File: src/design/ambient_light_lux_autorange_assert.svh
// assertion macros shared by the block
`ifndef AMBIENT_LIGHT_LUX_AUTORANGE_ASSERT_SVH
`define AMBIENT_LIGHT_LUX_AUTORANGE_ASSERT_SVH

// checked at every edge outside reset
`define ALLA_ASSERT(lbl, prop, msg) \
  lbl: assert property (@(posedge clk) disable iff (rst) prop) else $error(msg);

// checked at every edge, reset included
`define ALLA_ASSERT_ALWAYS(lbl, prop, msg) \
  lbl: assert property (@(posedge clk) prop) else $error(msg);

`endif

File: src/design/alla_pkg.sv
`timescale 1ns / 1ps

package alla_pkg;

  localparam int unsigned SAMPLE_W = 16;
  localparam int unsigned LIMIT_W  = 23;
  localparam int unsigned STEP_W   = 3;
  localparam int unsigned LUX_W    = 32;

  // number of integration time settings, index 0 is the 160 ms setting
  localparam logic [STEP_W:0] TIME_STEPS = 4'd6;

  // serial divider produces one quotient bit per cycle
  localparam int unsigned      DIV_STEPS = LIMIT_W;
  localparam logic [4:0]       DIV_LAST  = 5'(DIV_STEPS - 1);
  localparam logic [LIMIT_W-1:0] PERCENT = 23'd100;

  localparam logic [2:0] REG_RED_COEF_LOW    = 3'd0;
  localparam logic [2:0] REG_RED_COEF_HIGH   = 3'd1;
  localparam logic [2:0] REG_GREEN_COEF_LOW  = 3'd2;
  localparam logic [2:0] REG_GREEN_COEF_HIGH = 3'd3;
  localparam logic [2:0] REG_RATIO_THRESHOLD = 3'd4;
  localparam logic [2:0] REG_BRIGHT_LIMIT    = 3'd5;
  localparam logic [2:0] REG_DIM_LIMIT       = 3'd6;
  localparam logic [2:0] REG_GAIN_CODE       = 3'd7;

  localparam logic [1:0] GAIN_1X  = 2'd0;
  localparam logic [1:0] GAIN_2X  = 2'd1;
  localparam logic [1:0] GAIN_16X = 2'd2;

  localparam logic [1:0] STATUS_OK            = 2'd0;
  localparam logic [1:0] STATUS_GREEN_ZERO    = 2'd1;
  localparam logic [1:0] STATUS_TIME_OVERFLOW = 2'd2;

  typedef struct packed {
    logic [SAMPLE_W-1:0] red_sample;
    logic [SAMPLE_W-1:0] green_sample;
    logic [SAMPLE_W-1:0] clear_sample;
  } sample_t;

  typedef struct packed {
    logic [LUX_W-1:0]  lux_value;
    logic [1:0]        status_code;
    logic [STEP_W-1:0] time_setting;
    logic              time_changed;
  } result_t;

endpackage

File: src/design/ambient_light_lux_autorange.sv
// a sample transfer passes ST_DIV, ST_MUL_R, ST_MUL_G and ST_FIN, which registers the result;
// a zero green sample goes straight to ST_FIN; a new sample waits for idle, so the rate is set by the
//   one-bit-per-cycle divider for 100*clear/green, the shared 16x16 multiplier and result stalls in ST_FIN
// a new sample is taken while the previous result still waits to be taken
// reset: synchronous, clears control state, time index to 0, bright_limit to all ones
`timescale 1ns / 1ps
`include "ambient_light_lux_autorange_assert.svh"

module ambient_light_lux_autorange
  import alla_pkg::*;
(
  input  logic                clk,
  input  logic                rst,
  input  logic                sample_valid,
  output logic                sample_stall,
  input  sample_t             sample,
  output logic                result_valid,
  input  logic                result_stall,
  output result_t             result,
  input  logic                cfg_write,
  input  logic [2:0]          cfg_index,
  input  logic [LIMIT_W-1:0]  cfg_data
);

  typedef enum logic [2:0] {ST_IDLE, ST_DIV, ST_MUL_R, ST_MUL_G, ST_FIN} state_t;

  state_t state;

  logic [SAMPLE_W-1:0] red_coef_low, red_coef_high, green_coef_low, green_coef_high;
  logic [LIMIT_W-1:0]  ratio_threshold, bright_limit, dim_limit;
  logic [1:0]          gain_code;

  logic [STEP_W-1:0]   time_step;
  logic                last_was_decrease;

  sample_t             smp;
  logic                green_zero;
  logic [LIMIT_W-1:0]  quo;
  logic [SAMPLE_W-1:0] rem;
  logic [4:0]          div_count;
  logic [32:0]         acc;

  // configuration registers
  always_ff @(posedge clk) begin
    if (rst) begin
      red_coef_low    <= '0;
      red_coef_high   <= '0;
      green_coef_low  <= '0;
      green_coef_high <= '0;
      ratio_threshold <= '0;
      bright_limit    <= '1;
      dim_limit       <= '0;
      gain_code       <= GAIN_1X;
    end else if (cfg_write) begin
      unique case (cfg_index)
        REG_RED_COEF_LOW:    red_coef_low    <= cfg_data[SAMPLE_W-1:0];
        REG_RED_COEF_HIGH:   red_coef_high   <= cfg_data[SAMPLE_W-1:0];
        REG_GREEN_COEF_LOW:  green_coef_low  <= cfg_data[SAMPLE_W-1:0];
        REG_GREEN_COEF_HIGH: green_coef_high <= cfg_data[SAMPLE_W-1:0];
        REG_RATIO_THRESHOLD: ratio_threshold <= cfg_data;
        REG_BRIGHT_LIMIT:    bright_limit    <= cfg_data;
        REG_DIM_LIMIT:       dim_limit       <= cfg_data;
        REG_GAIN_CODE:       gain_code       <= cfg_data[1:0];
        default: ;
      endcase
    end
  end

  assign sample_stall = (state != ST_IDLE);

  logic sample_xfer, result_xfer, result_free;
  assign sample_xfer = sample_valid && !sample_stall;
  assign result_xfer = result_valid && !result_stall;
  assign result_free = !result_valid || !result_stall;

  // restoring divider step
  logic [SAMPLE_W:0]   trial, trial_diff;
  logic                trial_ge;
  assign trial      = {rem, quo[LIMIT_W-1]};
  assign trial_ge   = trial >= {1'b0, smp.green_sample};
  assign trial_diff = trial - {1'b0, smp.green_sample};

  logic [LIMIT_W-1:0] clear_pct;
  assign clear_pct = {7'd0, sample.clear_sample} * PERCENT;

  // shared multiplier, red term then green term
  logic                low_ratio;
  logic [SAMPLE_W-1:0] mul_coef, mul_smp;
  logic [31:0]         product;
  assign low_ratio = quo < ratio_threshold;
  always_comb begin
    if (state == ST_MUL_R) begin
      mul_coef = low_ratio ? red_coef_low : red_coef_high;
      mul_smp  = smp.red_sample;
    end else begin
      mul_coef = low_ratio ? green_coef_low : green_coef_high;
      mul_smp  = smp.green_sample;
    end
  end
  assign product = mul_coef * mul_smp;

  // lux = weighted*2560/gain/(160 << step) reduces to (weighted*16) >> (log2 gain + step)
  logic [2:0]  gain_shift;
  logic [3:0]  shamt;
  logic [36:0] scaled;
  logic [LUX_W-1:0] lux;
  always_comb begin
    case (gain_code)
      GAIN_1X: gain_shift = 3'd0;
      GAIN_2X: gain_shift = 3'd1;
      default: gain_shift = 3'd4;
    endcase
  end
  assign shamt  = {1'b0, gain_shift} + {1'b0, time_step};
  assign scaled = {acc, 4'b0000} >> shamt;
  assign lux    = (|scaled[36:32]) ? '1 : scaled[LUX_W-1:0];

  // auto-ranging with hysteresis
  logic [LIMIT_W-1:0] red_pct, green_pct;
  logic               bright, dim;
  logic [STEP_W:0]    step_inc;
  logic [STEP_W-1:0]  step_next;
  logic               dec_next;
  logic [1:0]         status_next;
  assign red_pct   = {7'd0, smp.red_sample} * PERCENT;
  assign green_pct = {7'd0, smp.green_sample} * PERCENT;
  assign bright    = (red_pct > bright_limit) || (green_pct > bright_limit);
  assign dim       = (red_pct < dim_limit) || (green_pct < dim_limit);
  assign step_inc  = {1'b0, time_step} + 1'b1;

  always_comb begin
    step_next   = time_step;
    dec_next    = last_was_decrease;
    status_next = STATUS_OK;
    if (bright && (time_step != '0)) begin
      step_next = time_step - 1'b1;
      dec_next  = 1'b1;
    end else if (dim && last_was_decrease) begin
      dec_next = 1'b0;
      if (step_inc >= TIME_STEPS) status_next = STATUS_TIME_OVERFLOW;
      else                        step_next   = step_inc[STEP_W-1:0];
    end
  end

  always_ff @(posedge clk) begin
    if (rst) begin
      state             <= ST_IDLE;
      time_step         <= '0;
      last_was_decrease <= 1'b1;
      result_valid      <= 1'b0;
      div_count         <= '0;
    end else begin
      // in fin a transfer is followed by the next result in the same cycle
      if (result_xfer && (state != ST_FIN)) result_valid <= 1'b0;
      unique case (state)
        ST_IDLE: begin
          if (sample_xfer) begin
            smp        <= sample;
            green_zero <= (sample.green_sample == '0);
            quo        <= clear_pct;
            rem        <= '0;
            div_count  <= '0;
            state      <= (sample.green_sample == '0) ? ST_FIN : ST_DIV;
          end
        end
        ST_DIV: begin
          quo <= {quo[LIMIT_W-2:0], trial_ge};
          rem <= trial_ge ? trial_diff[SAMPLE_W-1:0] : trial[SAMPLE_W-1:0];
          div_count <= div_count + 1'b1;
          if (div_count == DIV_LAST) state <= ST_MUL_R;
        end
        ST_MUL_R: begin
          acc   <= {1'b0, product};
          state <= ST_MUL_G;
        end
        ST_MUL_G: begin
          acc   <= acc + {1'b0, product};
          state <= ST_FIN;
        end
        ST_FIN: begin
          if (result_free) begin
            result_valid <= 1'b1;
            if (green_zero) begin
              result.lux_value    <= '0;
              result.status_code  <= STATUS_GREEN_ZERO;
              result.time_setting <= time_step;
              result.time_changed <= 1'b0;
            end else begin
              result.lux_value    <= lux;
              result.status_code  <= status_next;
              result.time_setting <= step_next;
              result.time_changed <= (step_next != time_step);
              time_step           <= step_next;
              last_was_decrease   <= dec_next;
            end
            state <= ST_IDLE;
          end
        end
        default: state <= ST_IDLE;
      endcase
    end
  end

  `ALLA_ASSERT(a_step_range, (time_step < TIME_STEPS[STEP_W-1:0] || TIME_STEPS[STEP_W]), "time index out of range")
  `ALLA_ASSERT(a_result_tracks_step, result_valid |-> result.time_setting == time_step, "held result disagrees with time index")
  `ALLA_ASSERT(a_overflow_no_change, (result_valid && result.status_code == STATUS_TIME_OVERFLOW) |-> !result.time_changed, "overflow result changed index")
  `ALLA_ASSERT(a_green_zero_result, (result_valid && result.status_code == STATUS_GREEN_ZERO) |-> (result.lux_value == '0 && !result.time_changed), "green zero result not clean")
  `ALLA_ASSERT(a_div_bound, (state == ST_DIV) |-> (div_count <= DIV_LAST), "divider ran past its last step")

endmodule
File: config.mk
export PLATFORM = sky130hd
export DESIGN_NAME = ambient_light_lux_autorange
export DESIGN_NICKNAME = d
export VERILOG_FILES = /design/src/design/alla_pkg.sv /design/src/design/ambient_light_lux_autorange.sv
export VERILOG_INCLUDE_DIRS = /design/src /design/src/design
export SDC_FILE = /design/constraint.sdc
export NUM_CORES = 2
export LEC_CHECK = 0
export BUFFER_PORTS_ARGS = -buffer_cell sky130_fd_sc_hd__buf_2
export CAP_MARGIN = 40
export CORE_AREA = 2 2 300 302
export CTS_CLUSTER_SIZE = 30
export DETAILED_ROUTE_END_ITERATION = 10
export DIE_AREA = 0 0 302 304
export PLACE_DENSITY = 0.55
export SLEW_MARGIN = 20
export SYNTH_ARGS = -nofsm -noshare
export SYNTH_HDL_FRONTEND = slang
export SYNTH_SLANG_ARGS = --single-unit
File: constraint.sdc
create_clock -name clk -period 11.9 [get_ports clk]
set_input_delay 0 -clock clk [delete_from_list [all_inputs] [get_ports clk]]
set_output_delay 0 -clock clk [all_outputs]
set_load 0.005 [all_outputs]
==> impl_table.tex <==
\begin{tabular}{lr}
\hline
Metric & Value \\
\hline
\multicolumn{2}{l}{\textbf{Pwr}} \\
Relative contribution of the clock network to total power & 28.1\% \\
Worst IR Drop VDD & 96.0 uV \\
Net switching power figure & 0.00164 W \\
Int Power & 0.00259 W \\
Power density of the placed cells & 122 mW/mm\^{}2 \\
Combinational share of power & 43.8\% \\
Lkg Pwr & 16.2 nW \\
Share of power burned in registers & 28.1\% \\
Switching share of power & 38.9\% \\
\multicolumn{2}{l}{\textbf{Timing}} \\
Final count of negative-setup-slack endpoints & 0 \\
Post-layout min period & 10810 ps \\
Pins Over Slew Limit & 0 \\
Unrepaired setup endpoints after global routing & false \\
Total Neg Setup Slack & 0 ps \\
Post-route setup slack & 1090 ps \\
Worst-margin pin slew & 903 ps \\
Crit share post-route & 90.8\% \\
Tightest slew margin relative to the limit & 39.8\% \\
Number of failing hold endpoints at the final stage & 0 \\
Maximum frequency from static timing analysis & 0.0925 GHz \\
Maximum clock skew at final layout & 19.0 ps \\
\multicolumn{2}{l}{\textbf{Synth}} \\
Dominant combinational cell family by area after synthesis & adder cells \\
Synth Cell Area & 0.0308 mm\^{}2 \\
Gate Count Post-Synth & 3533 \\
Number of warning messages in the yosys log & 0 \\
Most area-hungry cell type in the Yosys netlist & ha\_1 \\
Top FF cell, synth & dfxtp\_1 \\
Seq/Total Area, Yosys & 23.5\% \\
Flip-flop and latch count after synthesis & 291 \\
Fraction of the mapped netlist area in adder cells & 32.2\% \\
Share of Yosys cell area claimed by the top area cell type & 17.3\% \\
Cell types occupying the most area after synthesis & ha\_1, fa\_1, edfxtp\_1 \\
Count of flip-flops with a built-in enable after synthesis & 143 \\
Simple-gate portion of the synthesized area & 15.8\% \\
Library cells used by synthesis & 77 \\
Net count after synthesis & 4268 \\
Share of synthesized area spent on multiplexers & 4.12\% \\
Post-synthesis compound-gate area fraction & 13.5\% \\
Area share of xor/xnor cells in the synthesized design & 2.98\% \\
Post-synth ARST share & 0\% \\
Post-synthesis average cell area & 8.72 um\^{}2 \\
\multicolumn{2}{l}{\textbf{Clock network}} \\
TritonCTS clock tree & done \\
Number of buffers added by the clock tree synthesis step & 37 \\
Depth of the CTS H-tree & 2 \\
Skew-Pair Late Insertion Delay & 580 ps \\
Longest Clk Path Bufs & 3 \\
Clock Sinks & 291 \\
Clock tree root buffer cell & clkbuf\_16 \\
Clock edge transition at the registers on the reported setup and hold paths & 70 ps \\
Post CTS Setup Buffer Count & 0 \\
\multicolumn{2}{l}{\textbf{Route}} \\
Topmost layer with routed signal wires & met5 \\
Average via count per standard cell & 5.03 \\
DRC violation total after the first TritonRoute iteration & 1518 \\
Vias post-DR & 24600 \\
Met1 wire length & 41.0 mm \\
Avg WL per Cell & 17.2 um \\
Overall routed net length & 83.8 mm \\
Total DRC errors in the routed layout & 0 \\
Antenna Violating Nets Remaining & 0 \\
Met2 wirelength from detailed routing & 37.4 mm \\
Routed met3 length & 3.73 mm \\
Number of iterations in the first detailed-routing pass & 5 \\
\multicolumn{2}{l}{\textbf{GRT}} \\
Remaining global-route overflow & 0 \\
Initial antenna violation count & 3 \\
Global-route total usage across every layer & 18.4\% \\
Wire length of the first global-routing pass & 134 mm \\
Largest net degree at the start of global routing & 76 \\
Vias in the first global route & 24200 \\
\multicolumn{2}{l}{\textbf{Finish}} \\
Signed area change from the synthesized netlist to the final layout & 12.8\% \\
Net count, final & 4411 \\
Top library cells by usage in the layout, fill and taps aside & nand2\_1, inv\_1, ha\_1, a21oi\_1, fa\_1 \\
Ratio of cells with drive above 1 in the final layout & 8.04\% \\
Filler cells & 8997 \\
Design area & 0.0348 mm\^{}2 \\
Most common cell after layout, fill and taps aside & nand2\_1 \\
\multicolumn{2}{l}{\textbf{Place}} \\
HPWL after detailed placement & 65.8 mm \\
Routability cong. & 0.889 \\
Instance area after placement & 0.0328 mm\^{}2 \\
PortBufs & 118 \\
Worst slack after detailed placement & 1020 ps \\
\multicolumn{2}{l}{\textbf{Floorplan}} \\
Die X & 302 um \\
Starting density of the core & 34.6\% \\
Die height & 304 um \\
I/O pin count & 119 \\
Row cnt & 110 \\
Area of the placeable core & 0.0890 mm\^{}2 \\
Area of the die & 0.0918 mm\^{}2 \\
\multicolumn{2}{l}{\textbf{Setup path}} \\
Crit-path most repeated cell & a21o\_1 \\
Worst Path Buf+Inv & 4 \\
Required time at the endpoint of the critical path & 12250 ps \\
CP delay by family, top & compound AO/OA/AOI/OAI gates \\
Path type of the worst setup path & flip-flop to flip-flop \\
Crit path arrival time & 11160 ps \\
Highest net fanout along the worst path & 12 \\
Type of element launching the critical path & flip-flop \\
Critical Path End Type & flip-flop \\
Start of the worst register-to-register path & quo[8]\$\_DFFE\_PP\_ \\
Slowest stage cell on the critical path & mux2i\_1 \\
CP startpoint & quo[8]\$\_DFFE\_PP\_ \\
Stage delay of the slowest cell on the critical path & 620 ps \\
\multicolumn{2}{l}{\textbf{Min path}} \\
HP Start & sample[5] \\
Type of the tightest min-delay check & input port to flip-flop \\
\multicolumn{2}{l}{\textbf{Status}} \\
Status & complete, no violations \\
\multicolumn{2}{l}{\textbf{Job}} \\
Number of violations of the max-capacitance limit & 0 \\
\hline
\end{tabular}
[cells in the mapped netlist (8+ instances only)]
master	number
a211o_1	8
a211oi_1	42
a21boi_0	10
a21o_1	91
a21oi_1	261
a221oi_1	13
a31oi_1	25
and2_1	27
and3_1	18
buf_1	8
clkbuf_1	107
dfxtp_1	148
edfxtp_1	143
fa_1	229
ha_1	427
inv_1	498
mux2_2	15
mux2i_1	55
mux4_2	24
nand2_1	553
nand2b_1	28
nand3_1	47
nand3b_1	25
nand4_1	18
nor2_1	225
nor2b_1	57
nor3_1	49
nor3b_1	9
nor4_1	11
o21a_1	16
o21ai_0	105
o21bai_1	15
or2_2	8
or3_1	15
xnor2_1	69
xor2_1	36
[metrics by stage]
step	util, %	total power [W]	std cells	hold WS (ps)
6_report	39.1	0.00423	4882	122
5_1_grt	39.1	0.00459	4882	139
4_1_cts	39.0	0.00427	4879	106
3_5_place_dp	36.8	0.00303	4743	191
3_3_place_gp	36.7	0.00301	4735	192
2_1_floorplan	-	0.00259	3533	98.9
[cell type report]
cell class              instances  area (um^2)  area share, %
diodes                          1         2.50        0.00719
clock buffers                  49         1020           2.94
clock inverters                19          253          0.727
inverters                     498         1870           5.37
multi-input cells            2616        21200           61.0
flip-flops and latches        291         7260           20.9
well taps                    1176         1470           4.23
repair buffers                232         1690           4.86
[final timing paths]
check | cells after the start | slack, ps | endpoint
worst min register to register | 2 | 450 | dim_limit[8]$_SDFFE_PP0P_
worst max-delay path | 42 | 1090 | acc[31]$_DFFE_PP_
worst min-delay path | 5 | 120 | quo[7]$_DFFE_PP_
worst max register to register | 42 | 1090 | acc[31]$_DFFE_PP_
[state kept, by name (all words and copies together) (netlist names)]
register           count
last_was_decrease      1
gain_code              2
result_valid           1
state                  3
quo                   23
dim_limit             23
red_coef_high         16
acc                   33
result                38
ratio_threshold       23
red_coef_low          16
smp                   32
rem                   16
time_step              3
green_coef_high       16
green_zero             1
green_coef_low        16
bright_limit          23
div_count              5
[power groups by stage]
stage / clock, W / sequential, W / combinational, W
after floorplan: 0 / 0.00119 / 0.00140
after global placement: 0 / 0.00121 / 0.00181
after detailed placement: 0 / 0.00121 / 0.00182
after CTS: 0.00122 / 0.00119 / 0.00186
after global routing: 0.00126 / 0.00120 / 0.00213
final: 0.00119 / 0.00119 / 0.00185
[what timing repair did]
item | CTS | global route
endpoints found under the hold margin | 188 | 0
resized for setup | 0 | 0
hold buffers | 68 | 0
endpoints found under the setup margin | 0 | 0
[worst register-to-register path: cells and delay by family (launching register included)]
kind | cells | cell delay [ps]
fa+ha+maj | 9 | 3690
simple gates | 5 | 710
xor+xnor | 1 | 100
compound gates | 22 | 4560
flops | 1 | 380
buf+inv | 4 | 490
mux | 1 | 630
[layer usage]
layer	track usage [%]	vias up
met5	0	-
met4	3.82	2
met3	2.36	94
met2	29.6	482
met1	26.4	11800
li1	-	12200
[logic make-up after synthesis]
group / count (synthesis)
AND/OR/NAND/NOR: 1100
AO/OA/AOI/OAI: 660
adder cells (fa/ha/maj): 656
buffers and inverters: 626
flip-flops: 291
XOR/XNOR: 105
multiplexers: 95
No activity file was read; power rests on OpenSTA's default activity.
